==> src/hdl/tbw_pkg.sv <==
// Shared types, codes and step functions for the two-button watch mode controller.
package tbw_pkg;

    localparam logic [3:0] KM_NORMAL     = 4'd0;
    localparam logic [3:0] KM_SET_HOUR   = 4'd1;
    localparam logic [3:0] KM_SET_MINUTE = 4'd2;
    localparam logic [3:0] KM_12_24      = 4'd3;
    localparam logic [3:0] KM_DATE       = 4'd4;
    localparam logic [3:0] KM_SET_MONTH  = 4'd5;
    localparam logic [3:0] KM_SET_DAY    = 4'd6;
    localparam logic [3:0] KM_YEAR       = 4'd7;
    localparam logic [3:0] KM_SET_YEAR   = 4'd8;
    localparam logic [3:0] KM_WEEKDAY    = 4'd9;
    localparam logic [3:0] KM_MESSAGE    = 4'd10;

    localparam logic [2:0] SM_TIME    = 3'd0;
    localparam logic [2:0] SM_12_24   = 3'd1;
    localparam logic [2:0] SM_DATE    = 3'd2;
    localparam logic [2:0] SM_YEAR    = 3'd3;
    localparam logic [2:0] SM_WEEKDAY = 3'd4;
    localparam logic [2:0] SM_MESSAGE = 3'd5;

    localparam logic [1:0] CFG_LONG_LIMIT    = 2'd0;
    localparam logic [1:0] CFG_SLEEP_TIMEOUT = 2'd1;
    localparam logic [1:0] CFG_MSG_LENGTH    = 2'd2;

    localparam logic [15:0] LONG_LIMIT_RESET    = 16'd1500;
    localparam logic [7:0]  SLEEP_TIMEOUT_RESET = 8'd5;
    localparam logic [7:0]  MSG_LENGTH_RESET    = 8'd19;
    localparam logic [7:0]  MSG_TAIL            = 8'd4;

    typedef struct packed {
        logic mode;
        logic sw1_level;
        logic sw2_level;
    } req_t;

    typedef struct packed {
        logic       hour_incr;
        logic       minute_incr;
        logic       month_incr;
        logic       day_incr;
        logic       year_incr;
        logic       toggle_12_24;
        logic [2:0] display_mode;
        logic       flash_left;
        logic       flash_right;
        logic [7:0] scroll_position;
        logic       sleep_request;
    } rsp_t;

    typedef struct packed {
        logic [1:0] rdy;
        logic [1:0] rpf;
        logic [1:0] held;
    } flags_t;

    typedef struct packed {
        logic [3:0]  key_mode;
        flags_t      flags;
        logic [1:0]  flash;
        logic [15:0] idle;
    } kb_t;

    typedef struct packed {
        kb_t  kb;
        logic cmd;
    } set_t;

    function automatic flags_t ready_check(flags_t f, logic [1:0] p);
        flags_t r;
        r = f;
        for (int b = 0; b < 2; b++)
        begin
            if (!r.rdy[b] && !p[b])
            begin
                r.rdy[b]  = 1'b1;
                r.held[b] = 1'b0;
            end
            else if (r.rdy[b] && p[b])
            begin
                r.rpf[b] = 1'b1;
            end
        end
        return r;
    endfunction

    function automatic kb_t enter_mode(kb_t k, logic [3:0] nxt);
        kb_t r;
        r          = k;
        r.idle     = '0;
        r.flags    = '0;
        r.flash    = '0;
        r.key_mode = nxt;
        return r;
    endfunction

    function automatic set_t setting_mode(kb_t k, logic side, logic [3:0] nxt, logic [1:0] p);
        set_t r;
        r.kb  = k;
        r.cmd = 1'b0;
        r.kb.flash[side] = ~r.kb.flash[side];
        r.kb.flags = ready_check(r.kb.flags, p);
        if (r.kb.flags.rpf[0] && (r.kb.flags.held[0] || !p[0]) && !p[1])
        begin
            r.kb = enter_mode(r.kb, nxt);
        end
        else if (r.kb.flags.rpf[1] && p[1] && !p[0])
        begin
            if (r.kb.flags.held[1] && r.kb.flash[side])
            begin
                r.cmd = 1'b1;
            end
            else if (r.kb.flags.rdy[1])
            begin
                r.cmd = 1'b1;
                r.kb.flags.rdy[1] = 1'b0;
            end
        end
        return r;
    endfunction

    function automatic kb_t display_select(kb_t k, logic [3:0] on_long, logic [3:0] on_short,
                                           logic [1:0] p);
        kb_t r;
        r = k;
        r.flags = ready_check(r.flags, p);
        if (r.flags.rpf[0] && !p[1])
        begin
            if (r.flags.held[0])
            begin
                r = enter_mode(r, on_long);
            end
            else if (!p[0])
            begin
                r = enter_mode(r, on_short);
            end
        end
        return r;
    endfunction

endpackage

==> src/hdl/two_button_watch_mode_controller.sv <==
// Top level of the two-button watch mode controller: button sampling, key modes and scroll.
//
// Takes one request per clock cycle. Each request is processed in a single pass of
// combinational logic from the state registers and the request payload into the result
// register, so its result appears in the cycle after acceptance and stays until taken. The
// only thing that holds off requests is a full result register whose consumer stalls.
// Configuration writes take effect at the edge they are made and must fall while idle.
module two_button_watch_mode_controller
    import tbw_pkg::*;
#(
    parameter int SCROLL_DIVIDER = 4,
    parameter int WINDOW_BITS    = 8
)
(
    input  logic        clk,
    input  logic        rst_n,
    input  logic        req_valid,
    output logic        req_stall,
    input  req_t        req,
    output logic        rsp_valid,
    input  logic        rsp_stall,
    output rsp_t        rsp,
    input  logic        cfg_we,
    input  logic [1:0]  cfg_index,
    input  logic [15:0] cfg_data
);

    localparam int SDM_W = (SCROLL_DIVIDER > 1) ? $clog2(SCROLL_DIVIDER) : 1;
    localparam logic [SDM_W-1:0] SDM_LAST = SDM_W'(SCROLL_DIVIDER - 1);

    logic [15:0] limit_reg;
    logic [7:0]  timeout_reg;
    logic [7:0]  msg_len_reg;

    kb_t                    kb_reg, kb_next;
    logic [2:0]             shown_reg, shown_next;
    logic [WINDOW_BITS-1:0] win_reg  [2];
    logic [WINDOW_BITS-1:0] win_next [2];
    logic [15:0]            hold_reg  [2];
    logic [15:0]            hold_next [2];
    logic [1:0]             pressed_reg, pressed_next;
    logic [7:0]             sdc_reg, sdc_next;
    logic [SDM_W-1:0]       sdm_reg, sdm_next;
    logic [7:0]             sp_reg, sp_next;
    logic                   rsp_valid_reg;
    rsp_t                   rsp_reg, rsp_next;

    logic        accept;
    logic [1:0]  lvl;
    logic [11:0] sleep_thr;
    logic        sleep;
    set_t        set_res;
    logic [5:0]  cmd;

    assign req_stall = rsp_valid_reg && rsp_stall;
    assign accept    = req_valid && !req_stall;
    assign rsp_valid = rsp_valid_reg;
    assign rsp       = rsp_reg;
    assign lvl       = {req.sw2_level, req.sw1_level};

    // idle / 10 > timeout  <=>  idle > 10 * timeout + 9
    assign sleep_thr = {1'b0, timeout_reg, 3'b000} + {3'b000, timeout_reg, 1'b0} + 12'd9;

    always_comb
    begin
        kb_next      = kb_reg;
        shown_next   = shown_reg;
        win_next     = win_reg;
        hold_next    = hold_reg;
        pressed_next = pressed_reg;
        sdc_next     = sdc_reg;
        sdm_next     = sdm_reg;
        sp_next      = sp_reg;
        sleep        = 1'b0;
        cmd          = '0;
        set_res      = '0;

        if (req.mode)
        begin
            if (kb_next.idle > {4'b0000, sleep_thr})
            begin
                sleep   = 1'b1;
                kb_next = enter_mode(kb_next, KM_NORMAL);
            end

            unique case (kb_next.key_mode)
                KM_SET_HOUR:
                begin
                    set_res = setting_mode(kb_next, 1'b0, KM_SET_MINUTE, pressed_reg);
                    kb_next = set_res.kb;
                    cmd[5]  = set_res.cmd;
                end
                KM_SET_MINUTE:
                begin
                    set_res = setting_mode(kb_next, 1'b1, KM_12_24, pressed_reg);
                    kb_next = set_res.kb;
                    cmd[4]  = set_res.cmd;
                end
                KM_SET_MONTH:
                begin
                    set_res = setting_mode(kb_next, 1'b0, KM_SET_DAY, pressed_reg);
                    kb_next = set_res.kb;
                    cmd[3]  = set_res.cmd;
                end
                KM_SET_DAY:
                begin
                    set_res = setting_mode(kb_next, 1'b1, KM_DATE, pressed_reg);
                    kb_next = set_res.kb;
                    cmd[2]  = set_res.cmd;
                end
                KM_SET_YEAR:
                begin
                    set_res = setting_mode(kb_next, 1'b1, KM_YEAR, pressed_reg);
                    kb_next = set_res.kb;
                    cmd[1]  = set_res.cmd;
                end
                KM_12_24:
                begin
                    shown_next    = SM_12_24;
                    kb_next.flags = ready_check(kb_next.flags, pressed_reg);
                    if (kb_next.flags.rpf[0] && (kb_next.flags.held[0] || !pressed_reg[0])
                        && !pressed_reg[1])
                    begin
                        kb_next = enter_mode(kb_next, KM_NORMAL);
                    end
                    if (kb_next.flags.rdy[1] && pressed_reg[1] && !pressed_reg[0])
                    begin
                        cmd[0] = 1'b1;
                        kb_next.flags.rdy[1] = 1'b0;
                    end
                end
                KM_DATE:
                begin
                    shown_next = SM_DATE;
                    kb_next    = display_select(kb_next, KM_SET_MONTH, KM_YEAR, pressed_reg);
                end
                KM_YEAR:
                begin
                    shown_next = SM_YEAR;
                    kb_next    = display_select(kb_next, KM_SET_YEAR, KM_WEEKDAY, pressed_reg);
                end
                KM_WEEKDAY, KM_MESSAGE:
                begin
                    shown_next = (kb_next.key_mode == KM_WEEKDAY) ? SM_WEEKDAY : SM_MESSAGE;
                    kb_next.flags = ready_check(kb_next.flags, pressed_reg);
                    if (kb_next.flags.rpf[0] && !pressed_reg[0] && !pressed_reg[1])
                    begin
                        kb_next = enter_mode(kb_next, KM_NORMAL);
                    end
                end
                default:
                begin
                    shown_next    = SM_TIME;
                    kb_next.flags = ready_check(kb_next.flags, pressed_reg);
                    if (kb_next.flags.rpf[0] && !pressed_reg[1])
                    begin
                        if (kb_next.flags.held[0])
                        begin
                            kb_next = enter_mode(kb_next, KM_SET_HOUR);
                        end
                        else if (!pressed_reg[0])
                        begin
                            kb_next = enter_mode(kb_next, KM_DATE);
                        end
                    end
                    else if (kb_next.flags.rpf[1] && kb_next.flags.held[1]
                             && kb_next.flags.rpf[0] && kb_next.flags.held[0])
                    begin
                        sdc_next = '0;
                        sdm_next = '0;
                        sp_next  = '0;
                        kb_next  = enter_mode(kb_next, KM_MESSAGE);
                    end
                end
            endcase

            if (shown_next == SM_MESSAGE)
            begin
                sdc_next = sdc_next + 8'd1;
                if (sdm_next == '0)
                begin
                    if ({1'b0, sp_next} > ({1'b0, msg_len_reg} + {1'b0, MSG_TAIL}))
                    begin
                        kb_next = enter_mode(kb_next, KM_NORMAL);
                    end
                    else
                    begin
                        kb_next.idle = '0;
                    end
                    sp_next = sp_next + 8'd1;
                end
                // restart the phase at its last value, and whenever the delay count wraps
                if (sdc_next == '0 || sdm_next == SDM_LAST)
                begin
                    sdm_next = '0;
                end
                else
                begin
                    sdm_next = sdm_next + SDM_W'(1);
                end
            end

            if (pressed_reg[0] || pressed_reg[1])
            begin
                kb_next.idle = '0;
            end
            else
            begin
                kb_next.idle = kb_next.idle + 16'd1;
            end
        end
        else
        begin
            for (int b = 0; b < 2; b++)
            begin
                pressed_next[b] = (win_reg[b] == '0);
                if (pressed_next[b])
                begin
                    hold_next[b] = hold_reg[b] + 16'd1;
                    if (hold_reg[b] == limit_reg)
                    begin
                        kb_next.flags.held[b] = 1'b1;
                    end
                end
                else
                begin
                    hold_next[b] = '0;
                end
                win_next[b] = {win_reg[b][WINDOW_BITS-2:0], lvl[b]};
            end
        end

        rsp_next.hour_incr       = cmd[5];
        rsp_next.minute_incr     = cmd[4];
        rsp_next.month_incr      = cmd[3];
        rsp_next.day_incr        = cmd[2];
        rsp_next.year_incr       = cmd[1];
        rsp_next.toggle_12_24    = cmd[0];
        rsp_next.display_mode    = shown_next;
        rsp_next.flash_left      = kb_next.flash[0];
        rsp_next.flash_right     = kb_next.flash[1];
        rsp_next.scroll_position = sp_next;
        rsp_next.sleep_request   = sleep;
    end

    always_ff @(posedge clk or negedge rst_n)
    begin
        if (!rst_n)
        begin
            limit_reg   <= LONG_LIMIT_RESET;
            timeout_reg <= SLEEP_TIMEOUT_RESET;
            msg_len_reg <= MSG_LENGTH_RESET;
        end
        else if (cfg_we)
        begin
            unique case (cfg_index)
                CFG_LONG_LIMIT:    limit_reg   <= cfg_data;
                CFG_SLEEP_TIMEOUT: timeout_reg <= cfg_data[7:0];
                CFG_MSG_LENGTH:    msg_len_reg <= cfg_data[7:0];
                default:           ;
            endcase
        end
    end

    always_ff @(posedge clk or negedge rst_n)
    begin
        if (!rst_n)
        begin
            kb_reg      <= '0;
            shown_reg   <= SM_TIME;
            win_reg     <= '{default: '0};
            hold_reg    <= '{default: '0};
            pressed_reg <= '0;
            sdc_reg     <= '0;
            sdm_reg     <= '0;
            sp_reg      <= '0;
        end
        else if (accept)
        begin
            kb_reg      <= kb_next;
            shown_reg   <= shown_next;
            win_reg     <= win_next;
            hold_reg    <= hold_next;
            pressed_reg <= pressed_next;
            sdc_reg     <= sdc_next;
            sdm_reg     <= sdm_next;
            sp_reg      <= sp_next;
        end
    end

    always_ff @(posedge clk or negedge rst_n)
    begin
        if (!rst_n)
        begin
            rsp_valid_reg <= 1'b0;
        end
        else if (accept)
        begin
            rsp_valid_reg <= 1'b1;
        end
        else if (!rsp_stall)
        begin
            rsp_valid_reg <= 1'b0;
        end
    end

    always_ff @(posedge clk)
    begin
        if (accept)
        begin
            rsp_reg <= rsp_next;
        end
    end

endmodule

==> config.mk <==
export PLATFORM = sky130hd
export DESIGN_NAME = two_button_watch_mode_controller
export DESIGN_NICKNAME = d
export VERILOG_FILES = /design/src/hdl/tbw_pkg.sv /design/src/hdl/two_button_watch_mode_controller.sv
export SDC_FILE = /design/constraint.sdc
export NUM_CORES = 1
export LEC_CHECK = 0
export BUFFER_PORTS_ARGS = -buffer_cell sky130_fd_sc_hd__buf_2
export CAP_MARGIN = 20
export CORE_AREA = 2 2 146 148
export CTS_CLUSTER_DIAMETER = 30
export DETAILED_ROUTE_END_ITERATION = 8
export DIE_AREA = 0 0 148 150
export PLACE_DENSITY = 0.7
export SYNTH_ARGS = -nofsm -noshare
export SYNTH_HDL_FRONTEND = slang
export SYNTH_SLANG_ARGS = --single-unit
==> constraint.sdc <==
create_clock -name clk -period 5.35 [get_ports clk]
set_input_delay 1.07 -clock clk [delete_from_list [all_inputs] [get_ports clk]]
set_output_delay 1.07 -clock clk [all_outputs]
set_load 0.01 [all_outputs]
# Yosys cells after proc, flatten, opt, wreduce, memory -nomap -nowiden
# Cells that the tools add are included.
[classes] add_sub_neg=9 magnitude_cmp=2 eq_ne=17 n_mux=172 n_bitwise=13 n_reduce_logical=81
[ops] cell="28-bit 2-to-1 mux" n=19
[ops] cell="28-bit case mux with 9 select lines" n=1
[ops] cell="1-bit 2-to-1 mux" n=115
[ops] cell="23-bit 2-to-1 mux" n=5
[ops] cell="8-bit 2-to-1 mux" n=12
[ops] cell="16-bit by 1-bit adder with 16-bit output, second input constant" n=3
[ops] cell="16-bit 2-to-1 mux" n=3
[ops] cell="1-bit logical AND" n=43
[ops] cell="16-bit equality test" n=2
[ops] cell="8-bit zero test" n=3
[ops] cell="4-bit 2-to-1 mux" n=5
[ops] cell="4-bit OR reduction" n=5
[ops] cell="18-bit 2-to-1 mux" n=1
[ops] cell="8-bit by 1-bit adder with 8-bit output, second input constant" n=2
[ops] cell="4-bit by 3-bit equality test with 1-bit output, second input constant" n=4
[ops] cell="16-bit by 12-bit greater-than comparator with 1-bit output" n=1
[ops] cell="3-bit case mux with 5 select lines" n=1
[ops] cell="2-bit 2-to-1 mux" n=7
[ops] cell="1-bit inverter" n=13
[ops] cell="11-bit by 9-bit adder with 12-bit output" n=1
[ops] cell="12-bit by 4-bit adder with 12-bit output, second input constant" n=1
[ops] cell="4-bit equality test, second input constant" n=3
[ops] cell="12-bit 2-to-1 mux" n=1
[ops] cell="2-bit AND reduction" n=6
[ops] cell="other kinds (18)" n=37
[word_totals] register_bits=152

# Longest topological paths before layout
# Gate-level depths: netlist of the first run.
[logic_depth] depth_word=27 depth_mapped=30 ltp_nobuf=28

# Least setup slack after synthesis of the first run
# No wires, ideal clock.
[synth_timing] path_kind="reg2reg" start="register timeout_reg[3]" end="register kb_reg[10] (netlist name)" arrival_ns=5.291 required_time_ns=5.229 setup_slack_ns=-0.062 stages_incl_launch_ff=29 period_less_slack_ns=5.412 path_cell_list="dfrtp_1 > ha_1 > ha_1 > fa_1 > a21oi_1 > nor2_1 > nor2_1 > o21bai_1 > a21oi_1 > xor2_1 > ha_1 > nand2_1 > o21ai_0 > o21ai_1 > o21ai_2 > clkbuf_1 > nand2_1 > ha_1 > nand4_1 > o221ai_1 > buf_4 > nor2_1 > ha_1 > and3_1 > and3_1 > and3_1 > and3_1 > o31ai_1 > a22o_1"
[synth_via] elab_chain_len=23 word_cells_on_any_way=132 classes_between="3 x add/sub; 1 x order compare; 11 x eq/ne; 81 x mux; 36 x reduce/logical"
[synth_rtl] item="start: declaration" line="two_button_watch_mode_controller.sv:32" source="logic [7:0] timeout_reg;"
[synth_rtl] item="start signal: assignment" line="two_button_watch_mode_controller.sv:258" source="CFG_SLEEP_TIMEOUT: timeout_reg <= cfg_data[7:0];"
[synth_rtl] item="11-bit by 9-bit adder with 12-bit output (*)" line="two_button_watch_mode_controller.sv:62" source="assign sleep_thr = {1'b0, timeout_reg, 3'b000} + {3'b000, timeout_reg, 1'b0} + 12'd9;"
[synth_rtl] item="12-bit by 4-bit adder with 12-bit output (*)" line="two_button_watch_mode_controller.sv:62"
[synth_rtl] item="16-bit by 12-bit greater-than comparator with 1-bit output (*)" line="two_button_watch_mode_controller.sv:80" source="if (kb_next.idle > {4'b0000, sleep_thr})"
[synth_rtl] item="28-bit 2-to-1 mux (*)" line="two_button_watch_mode_controller.sv:80"
[synth_rtl] item="28-bit 2-to-1 mux (*)" line="two_button_watch_mode_controller.sv:78" source="if (req.mode)"
[synth_rtl] item="1-bit logical AND or 1-bit zero test (tied branches)" line="tbw_pkg.sv:80, tbw_pkg.sv:75"
[synth_rtl] item="1-bit 2-to-1 mux or 1-bit logical AND (tied branches)" line="tbw_pkg.sv:80, tbw_pkg.sv:75"
[synth_rtl] item="1-bit 2-to-1 mux"
[synth_rtl] item="(+7 left out)"
[synth_rtl] item="2-bit 2-to-1 mux" line="two_button_watch_mode_controller.sv:86" source="unique case (kb_next.key_mode)"
[synth_rtl] item="2-bit 2-to-1 mux" line="two_button_watch_mode_controller.sv:78"
[synth_rtl] item="2-bit zero test" line="two_button_watch_mode_controller.sv:180" source="if (sdm_next == '0)"
[synth_rtl] item="28-bit 2-to-1 mux" line="two_button_watch_mode_controller.sv:180"
[synth_rtl] item="28-bit 2-to-1 mux (*)" line="two_button_watch_mode_controller.sv:177" source="if (shown_next == SM_MESSAGE)"
[synth_rtl] item="28-bit 2-to-1 mux (*)" line="two_button_watch_mode_controller.sv:78"
[synth_rtl] item="16-bit by 1-bit adder with 16-bit output (*)" line="two_button_watch_mode_controller.sv:209" source="kb_next.idle = kb_next.idle + 16'd1;"
[synth_rtl] item="16-bit 2-to-1 mux (*)" line="two_button_watch_mode_controller.sv:203" source="if (pressed_reg[0] || pressed_reg[1])"
[synth_rtl] item="end signal: assignment" line="two_button_watch_mode_controller.sv:280" source="kb_reg <= kb_next;"
[synth_rtl] item="end: declaration" line="two_button_watch_mode_controller.sv:35" source="kb_t kb_reg, kb_next;"
# Every way passes the cells marked *; elsewhere a longest branch is shown, timed or not. The select of a mux whose other input is x is not followed.
# A chain may end at the register's enable or synchronous reset.

# Final worst setup path of the first run
[layout_timing] start="register timeout_reg[2]" end="register kb_reg[27] (netlist name)"
[layout_via] elab_chain_len=22 word_cells_on_any_way=136 classes_between="2 x add/sub; 2 x order compare; 11 x eq/ne; 85 x mux; 36 x reduce/logical"
[layout_rtl] item="11-bit by 9-bit adder with 12-bit output (*)" line="two_button_watch_mode_controller.sv:62"
[layout_rtl] item="12-bit by 4-bit adder with 12-bit output (*)" line="two_button_watch_mode_controller.sv:62"
[layout_rtl] item="16-bit by 12-bit greater-than comparator with 1-bit output (*)" line="two_button_watch_mode_controller.sv:80"
[layout_rtl] item="28-bit 2-to-1 mux (*)" line="two_button_watch_mode_controller.sv:80"
[layout_rtl] item="28-bit 2-to-1 mux (*)" line="two_button_watch_mode_controller.sv:78"
[layout_rtl] item="1-bit logical AND or 1-bit zero test (tied branches)" line="tbw_pkg.sv:80, tbw_pkg.sv:75"
[layout_rtl] item="1-bit 2-to-1 mux or 1-bit logical AND (tied branches)" line="tbw_pkg.sv:80, tbw_pkg.sv:75"
[layout_rtl] item="1-bit 2-to-1 mux"
[layout_rtl] item="(+6 left out)"
[layout_rtl] item="8-bit 2-to-1 mux" line="two_button_watch_mode_controller.sv:155" source="if (kb_next.flags.rpf[0] && !pressed_reg[1])"
[layout_rtl] item="8-bit 2-to-1 mux" line="two_button_watch_mode_controller.sv:86"
[layout_rtl] item="8-bit 2-to-1 mux" line="two_button_watch_mode_controller.sv:78"
[layout_rtl] item="8-bit by 9-bit greater-than comparator with 1-bit output" line="two_button_watch_mode_controller.sv:182" source="if ({1'b0, sp_next} > ({1'b0, msg_len_reg} + {1'b0, MSG_TAIL}))"
[layout_rtl] item="12-bit 2-to-1 mux" line="two_button_watch_mode_controller.sv:182"
[layout_rtl] item="28-bit 2-to-1 mux" line="two_button_watch_mode_controller.sv:180"
[layout_rtl] item="28-bit 2-to-1 mux (*)" line="two_button_watch_mode_controller.sv:177"
[layout_rtl] item="28-bit 2-to-1 mux (*)" line="two_button_watch_mode_controller.sv:78"
# Marked as above.

==> run_summary.xml, run 1 <==
<?xml version="1.0" encoding="UTF-8"?>
<metrics>
  <group name="synth">
    <metric name="yosys_register_bits" unit="">152</metric>
    <metric name="synth-async-reset-ratio" unit="">0.8684</metric>
    <metric name="yosysSeqAreaShare" unit="">0.4269</metric>
    <metric name="yosys_warnings" unit="">0</metric>
    <metric name="synth.most_common_cell" unit="">nand2_1</metric>
    <metric name="synth_top_cell_by_area" unit="">dfrtp_1</metric>
    <metric name="synth.avg_cell_area" unit="um2">9.188</metric>
    <metric name="synth_cell_types" unit="">75</metric>
    <metric name="number_of_standard_cells_after_synthesis" unit="">999</metric>
    <metric name="syn_nets" unit="">1065</metric>
    <metric name="post_synth_edffs" unit="">20</metric>
    <metric name="netlist_top_cells_area" unit="">dfrtp_1, edfxtp_1, nand2_1</metric>
    <metric name="postSynth.topFlopCell" unit="">dfrtp_1</metric>
    <metric name="proportion_of_netlist_area_held_by_the_largest_area_contributor" unit="">0.3272</metric>
    <metric name="syn_area" unit="um2">9179</metric>
    <metric name="synth_commonest_cells" unit="">nand2_1, dfrtp_1, o21ai_0</metric>
  </group>
  <group name="die">
    <metric name="fp.coreArea" unit="um2">20690</metric>
    <metric name="start_util" unit="">0.4436</metric>
    <metric name="floorplan.die.height" unit="um">150</metric>
    <metric name="fp-row-count" unit="">53</metric>
    <metric name="ios" unit="">48</metric>
    <metric name="die_width" unit="um">148</metric>
    <metric name="design.die.area" unit="um2">22200</metric>
  </group>
  <group name="finish">
    <metric name="layout_cells_sized_above_1" unit="">0.1820</metric>
    <metric name="filler_cell_count" unit="">1904</metric>
    <metric name="multiInputGateArea" unit="um2">5000</metric>
    <metric name="final_net_count" unit="">1108</metric>
    <metric name="num_antenna_cells" unit="">0</metric>
    <metric name="area.growth.synth_to_final" unit="%">13.39</metric>
    <metric name="utilization" unit="">0.5030</metric>
    <metric name="seqCellArea" unit="um2">3919</metric>
    <metric name="largest_register_ffs" unit="">32</metric>
    <metric name="final_design_area_no_fill" unit="um2">10410</metric>
  </group>
  <group name="critical_path">
    <metric name="timing.critical_path.required" unit="ns">5.67</metric>
    <metric name="start_kind" unit="">flip-flop</metric>
    <metric name="max_stage_delay" unit="ns">0.54</metric>
    <metric name="cp.buffers_inverters" unit="">4</metric>
    <metric name="cpMaxStageDelayCell" unit="">dfstp_2</metric>
    <metric name="worstPathArrival" unit="ns">5.48</metric>
    <metric name="reg2reg_setup_slack" unit="ns">0.19</metric>
    <metric name="cp_top_delay_family" unit="">compound AO/OA/AOI/OAI gates</metric>
    <metric name="setup.worst_path.class" unit="">flip-flop to flip-flop</metric>
    <metric name="setup.worst_path.end_class" unit="">flip-flop</metric>
    <metric name="critical_path_peak_fanout" unit="">11</metric>
  </group>
  <group name="placement">
    <metric name="gp_congestion" unit="">0.9212</metric>
    <metric name="dp.final_hpwl" unit="um">15650</metric>
    <metric name="dpl-instance-area" unit="um2">9716</metric>
    <metric name="port_buffers" unit="">47</metric>
  </group>
  <group name="drt">
    <metric name="drtAntennaViolNets" unit="">0</metric>
    <metric name="vias" unit="">7728</metric>
    <metric name="routed_wire_length_per_instance" unit="um">16.86</metric>
    <metric name="drt_iter0_drc" unit="">758</metric>
    <metric name="finalWirelength" unit="um">22420</metric>
    <metric name="detail_route.drc_violations" unit="">0</metric>
    <metric name="drt_pre_antenna_iters" unit="">5</metric>
    <metric name="detail_route.vias_per_cell" unit="">5.811</metric>
  </group>
  <group name="cts">
    <metric name="clkSlewWorstSetupHoldPaths" unit="ns">0.06</metric>
    <metric name="insertion_delay" unit="ns">0.43</metric>
    <metric name="clock_tree_from_tritoncts" unit="">done</metric>
    <metric name="cts.sink_count" unit="">152</metric>
    <metric name="cts-htree-levels" unit="">4</metric>
    <metric name="cts_inserted_buffers" unit="">17</metric>
    <metric name="cell_chosen_for_the_clock_root" unit="">clkbuf_16</metric>
    <metric name="cts_buffer_depth" unit="">2</metric>
  </group>
  <group name="sta">
    <metric name="clock_skew" unit="ns">0.009365</metric>
    <metric name="timing.final.max_slew_violations" unit="">0</metric>
    <metric name="timing.final.hold_violations" unit="">0</metric>
    <metric name="timing.slew.headroom" unit="">0.3622</metric>
    <metric name="timing.final.crit_period" unit="ns">5.161</metric>
    <metric name="final.period_utilization" unit="">0.9647</metric>
    <metric name="timing_worst_slew_pin_value" unit="ns">0.9531</metric>
    <metric name="fmax" unit="GHz">0.1938</metric>
    <metric name="final.setup.tns" unit="ns">0</metric>
    <metric name="final_setup_vio_count" unit="">0</metric>
  </group>
  <group name="global_routing">
    <metric name="grt_pass1_vias" unit="">7303</metric>
    <metric name="grt_first_pass_wirelength" unit="um">36850</metric>
    <metric name="global_route_usage_over_all_layers" unit="">0.2067</metric>
    <metric name="antenna_found_initial" unit="">0</metric>
    <metric name="maximum_number_of_pins_on_one_net_before_global_route_repair" unit="">97</metric>
    <metric name="globalRouteOverflowTotal" unit="">0</metric>
  </group>
  <group name="pwr">
    <metric name="static-leakage-power" unit="nW">4.391</metric>
    <metric name="worst_ir_drop_vdd" unit="mV">0.2533</metric>
    <metric name="power_density" unit="nW/um2">435.3</metric>
  </group>
  <group name="outcome">
    <metric name="outcome" unit="">completed</metric>
  </group>
  <group name="worst_hold_path">
    <metric name="worstHoldPathType" unit="">flip-flop to flip-flop</metric>
  </group>
  <group name="run">
    <metric name="timing.max_cap.violations" unit="">0</metric>
  </group>
</metrics>
==> per-layer routing <==
metal | up-vias | part of all wire | global-route usage
li1 | 3736 | - | -
met1 | 3707 | 0.44 | 0.2792
met2 | 251 | 0.48 | 0.3377
met3 | 34 | 0.055 | 0.03933
met4 | 0 | 0.019 | 0.06476
met5 | - | 0 | 0
==> area by class of cell <==
cell class / instances / share of cell area
well taps: 275 / 0.03306
repair buffers: 74 / 0.04268
inverters: 32 / 0.01154
multi-input cells: 765 / 0.4804
flip-flops and latches: 152 / 0.3765
clock buffers: 19 / 0.04460
clock inverters: 13 / 0.01118
==> logic make-up after synthesis <==
| group | after synthesis | share of synthesized area |
|---|---|---|
| AOI/OAI and AO/OA | 254 | 0.1769 |
| xor gates and xnor gates | 47 | 0.04485 |
| adders and majority gates | 42 | 0.05752 |
| buffers and inverters | 82 | 0.03694 |
| DFF | 152 | 0.4269 |
| muxes | 44 | 0.05275 |
| and+or+nand+nor | 378 | 0.2041 |
==> cell usage in the layout (no fill, tap or decap), types with 5 or more instances in the layout <==
master       n
o21ai_0     93
and2_1      16
clkbuf_16   18
mux2i_1      9
edfxtp_1    20
a22o_1       9
inv_1       31
a21o_1       6
nor3_1      17
nor2b_1      9
dfrtp_1    120
nand4_1     23
nand2b_1     7
ha_1        37
a21oi_1     33
o22ai_1      9
xor2_1      10
a31oi_1     11
and3_1      18
nand2_1    151
o2111ai_1    7
nand3_1     23
buf_2       46
xnor2_1     37
nor2_1      55
dfstp_2     12
a211oi_1     5
nor4_1      19
mux2_2      35
buf_4       27
o31ai_1     24
o211ai_1     9
or2_2        6
==> what timing repair did <==
item	in CTS	in global routing
endpoints found under the hold margin	0	0
setup buffers	0	5
setup endpoints to repair	2	8
hold buffers	0	0
pin swaps	0	7
resized for setup	1	16
==> where the power goes <==
part	leakage (nW)	internal [mW]	total, mW	switching, mW
Combinational	2.23	0.686	1.78	1.09
Clock	0.289	0.683	1.18	0.497
Sequential	1.87	1.37	1.57	0.205
==> metrics by stage <==
step	cells	total power [mW]	worst slack, ns	hold slack (ns)
floorplan	999	2.811	0.06197	0.4476
global placement	1293	3.236	0.1752	0.4629
detailed placement	1293	3.274	-0.03293	0.4719
CTS	1325	4.476	0.01489	0.4969
global route	1330	4.817	-0.06525	0.5218
finish	1330	4.530	0.1889	0.4981
==> worst paths after layout <==
| path | endpoint | depth (start not counted) | from |
|---|---|---|---|
| min reg2reg | win_reg[7]$_DFFE_PN0P_ | 2 | win_reg[7]$_DFFE_PN0P_ |
| max reg2reg | kb_reg[27]$_DFFE_PN0P_ | 25 | timeout_reg[2]$_DFFE_PN1P_ |
| max in group asynchronous | timeout_reg[0]$_DFFE_PN1P_ | 2 | rst_n |
| min in group asynchronous | win_reg[2]$_DFFE_PN0P_ | 1 | rst_n |
| min | win_reg[7]$_DFFE_PN0P_ | 2 | win_reg[7]$_DFFE_PN0P_ |
| max | kb_reg[27]$_DFFE_PN0P_ | 25 | timeout_reg[2]$_DFFE_PN1P_ |
==> worst min-delay path: cells and delay by family, from the launching register on <==
kind | cells | cell delay [ns]
flops | 1 | 0.36
simple gates | 2 | 0.11
No activity file was read; power rests on OpenSTA's default activity.
==> inputs of run 2 (changes only) <==
--- a/config.mk
+++ b/config.mk
@@ -7,11 +7,11 @@
 export LEC_CHECK = 0
 export BUFFER_PORTS_ARGS = -buffer_cell sky130_fd_sc_hd__buf_2
 export CAP_MARGIN = 20
-export CORE_AREA = 2 2 146 148
+export CORE_AREA = 2 2 170 172
 export CTS_CLUSTER_DIAMETER = 30
 export DETAILED_ROUTE_END_ITERATION = 8
-export DIE_AREA = 0 0 148 150
-export PLACE_DENSITY = 0.7
+export DIE_AREA = 0 0 172 174
+export PLACE_DENSITY = 0.56
 export SYNTH_ARGS = -nofsm -noshare
 export SYNTH_HDL_FRONTEND = slang
 export SYNTH_SLANG_ARGS = --single-unit
==> run_summary.xml, run 2 (synthesis results as in run 1) <==
<?xml version="1.0" encoding="UTF-8"?>
<metrics>
  <group name="placement">
    <metric name="dp.final_hpwl" unit="um">16830</metric>
    <metric name="place_worst_setup_slack" unit="ns">0.07832</metric>
    <metric name="port_buffers" unit="">47</metric>
    <metric name="gp_congestion" unit="">0.8603</metric>
  </group>
  <group name="sta">
    <metric name="finalWorstSetupSlack" unit="ns">0.3224</metric>
    <metric name="timing_worst_slew_pin_value" unit="ns">1.076</metric>
    <metric name="timing.final.crit_period" unit="ns">5.028</metric>
    <metric name="final.period_utilization" unit="">0.9397</metric>
    <metric name="fmax" unit="GHz">0.1989</metric>
    <metric name="timing.final.max_slew_violations" unit="">0</metric>
    <metric name="timing.slew.headroom" unit="">0.2797</metric>
    <metric name="timing.final.hold_violations" unit="">0</metric>
    <metric name="final_setup_vio_count" unit="">0</metric>
    <metric name="clock_skew" unit="ns">0.008994</metric>
  </group>
  <group name="global_routing">
    <metric name="maximum_number_of_pins_on_one_net_before_global_route_repair" unit="">92</metric>
    <metric name="global_route_usage_over_all_layers" unit="">0.1678</metric>
    <metric name="grt_pass1_vias" unit="">7504</metric>
    <metric name="globalRouteOverflowTotal" unit="">0</metric>
    <metric name="antenna_found_initial" unit="">0</metric>
    <metric name="grt_first_pass_wirelength" unit="um">40070</metric>
  </group>
  <group name="pwr">
    <metric name="share_seq_of_total_power" unit="">0.348</metric>
    <metric name="pwr-share-comb" unit="">0.386</metric>
    <metric name="clockPowerShare" unit="">0.266</metric>
    <metric name="worst_ir_drop_vdd" unit="mV">0.2082</metric>
    <metric name="p_switching" unit="mW">1.821</metric>
    <metric name="power_density" unit="nW/um2">433.1</metric>
    <metric name="switching_share" unit="">0.3979</metric>
    <metric name="static-leakage-power" unit="nW">4.400</metric>
    <metric name="power.internal" unit="mW">2.755</metric>
  </group>
  <group name="finish">
    <metric name="num_antenna_cells" unit="">0</metric>
    <metric name="utilization" unit="">0.3742</metric>
    <metric name="layout_cells_sized_above_1" unit="">0.1837</metric>
    <metric name="final_common_cell" unit="">nand2_1</metric>
    <metric name="largest_register_ffs" unit="">32</metric>
    <metric name="area.growth.synth_to_final" unit="%">15.12</metric>
    <metric name="final_net_count" unit="">1109</metric>
    <metric name="layout_common_cells" unit="">nand2_1, dfrtp_1, o21ai_0</metric>
  </group>
  <group name="die">
    <metric name="floorplan.die.height" unit="um">174</metric>
    <metric name="die_width" unit="um">172</metric>
    <metric name="start_util" unit="">0.3251</metric>
    <metric name="fp.coreArea" unit="um2">28240</metric>
    <metric name="design.die.area" unit="um2">29930</metric>
    <metric name="ios" unit="">48</metric>
    <metric name="fp-row-count" unit="">62</metric>
  </group>
  <group name="drt">
    <metric name="detail_route.drc_violations" unit="">0</metric>
    <metric name="vias" unit="">7645</metric>
    <metric name="drtAntennaViolNets" unit="">0</metric>
    <metric name="drt_iter0_drc" unit="">659</metric>
    <metric name="drt_pre_antenna_iters" unit="">5</metric>
    <metric name="detail_route.vias_per_cell" unit="">5.309</metric>
    <metric name="routed_wire_length_per_instance" unit="um">16.56</metric>
    <metric name="finalWirelength" unit="um">23840</metric>
  </group>
  <group name="critical_path">
    <metric name="rr_startpoint" unit="">timeout_reg[3]$_DFFE_PN0P_</metric>
    <metric name="worstPathArrival" unit="ns">5.36</metric>
    <metric name="setup.worst_path.end_class" unit="">flip-flop</metric>
    <metric name="r2r_cells" unit="">27</metric>
    <metric name="critical_path_peak_fanout" unit="">4</metric>
    <metric name="start_kind" unit="">flip-flop</metric>
    <metric name="critical_path_start" unit="">timeout_reg[3]$_DFFE_PN0P_</metric>
    <metric name="timing.critical_path.required" unit="ns">5.69</metric>
    <metric name="setup.worst_path.class" unit="">flip-flop to flip-flop</metric>
  </group>
  <group name="cts">
    <metric name="cts-htree-levels" unit="">4</metric>
    <metric name="clock_tree_from_tritoncts" unit="">done</metric>
    <metric name="cell_chosen_for_the_clock_root" unit="">clkbuf_16</metric>
    <metric name="cts-hold-fix-buffers" unit="">0</metric>
    <metric name="cts_inserted_buffers" unit="">17</metric>
    <metric name="cts.sink_count" unit="">152</metric>
    <metric name="cts_buffer_depth" unit="">2</metric>
    <metric name="insertion_delay" unit="ns">0.43</metric>
    <metric name="clkSlewWorstSetupHoldPaths" unit="ns">0.07</metric>
  </group>
  <group name="worst_hold_path">
    <metric name="hold-path-cell-count" unit="">2</metric>
    <metric name="timing.hold.worst.start" unit="">win_reg[15]$_DFFE_PN0P_</metric>
    <metric name="worstHoldPathType" unit="">flip-flop to flip-flop</metric>
  </group>
  <group name="outcome">
    <metric name="outcome" unit="">completed</metric>
  </group>
  <group name="run">
    <metric name="timing.max_cap.violations" unit="">0</metric>
  </group>
</metrics>
-- run 2: cell count changes in the layout (fill, tap and decap cells not counted), moves of 2 or more --
cell and change:
clkinv_2 -3, nor2_2 +2, nor2_1 -2, inv_6 -3, clkinv_4 +4
-- run 2: layout make-up --
class	instances	area, um2
inverter	32	120.1
tap	384	480.5
multi-input combinational	765	5000
sequential	152	3919
clock inverter	11	113.9
fill	2910	17670
clock buffer	21	481.7
timing repair buffer	75	451.7
-- run 2: final timing paths --
kind,to,slack [ns]
worst min-delay path,win_reg[15]$_DFFE_PN0P_,0.48
worst min register to register,win_reg[15]$_DFFE_PN0P_,0.48
worst max register to register,kb_reg[12]$_DFFE_PN0P_,0.32
max in group asynchronous,kb_reg[12]$_DFFE_PN0P_,3.50
worst max-delay path,kb_reg[12]$_DFFE_PN0P_,0.32
min in group asynchronous,win_reg[8]$_DFFE_PN0P_,0.73
-- run 2: worst max-delay path: stages (launching register included) --
cell,delay [ns]
dfrtp_1,0.40
ha_1,0.30
ha_1,0.23
fa_2,0.37
a21oi_2,0.13
nor2_1,0.05
nor2_1,0.17
o21bai_1,0.10
a21oi_2,0.13
xor2_1,0.08
ha_1,0.29
nand2_1,0.06
o21ai_2,0.17
buf_4,0.15
a211oi_4,0.04
o21ai_4,0.22
nand2_2,0.08
ha_2,0.19
nand4_1,0.11
o221ai_2,0.14
nor2_2,0.18
ha_2,0.21
and3_4,0.18
and3_4,0.19
and3_4,0.19
and3_4,0.19
o2111ai_1,0.11
o31ai_1,0.24
-- run 2: stage by stage --
stage,hold WS (ns),total power [mW],cells,instance area [um2],TNS [ns]
2_1_floorplan,0.4476,2.811,999,9179,0
3_3_place_gp,0.4596,3.264,1404,9867,0
3_5_place_dp,0.4669,3.289,1404,9867,0
4_1_cts,0.4860,4.526,1436,10460,0
5_1_grt,0.5195,4.901,1440,10570,-0.04933
6_report,0.4821,4.576,1440,10570,0
-- run 2: power by group through the flow --
stage | Sequential (mW) | Combinational (mW) | Clock, mW
detailed placement | 1.61 | 1.68 | 0
CTS | 1.59 | 1.69 | 1.24
global route | 1.63 | 1.98 | 1.30
global placement | 1.61 | 1.65 | 0
floorplan | 1.52 | 1.29 | 0
finish | 1.59 | 1.77 | 1.22
-- run 2: repair_timing --
action	CTS	global route
setup endpoints to repair	0	8
endpoints found under the hold margin	0	0
resized for setup	0	19
setup buffers	0	4
-- run 2: per-layer routing --
layer | track usage | routed length (um)
met1 | 0.2265 | 10960
met2 | 0.2734 | 11550
met3 | 0.02846 | 807
met4 | 0.05357 | 535
met5 | 0 | 0
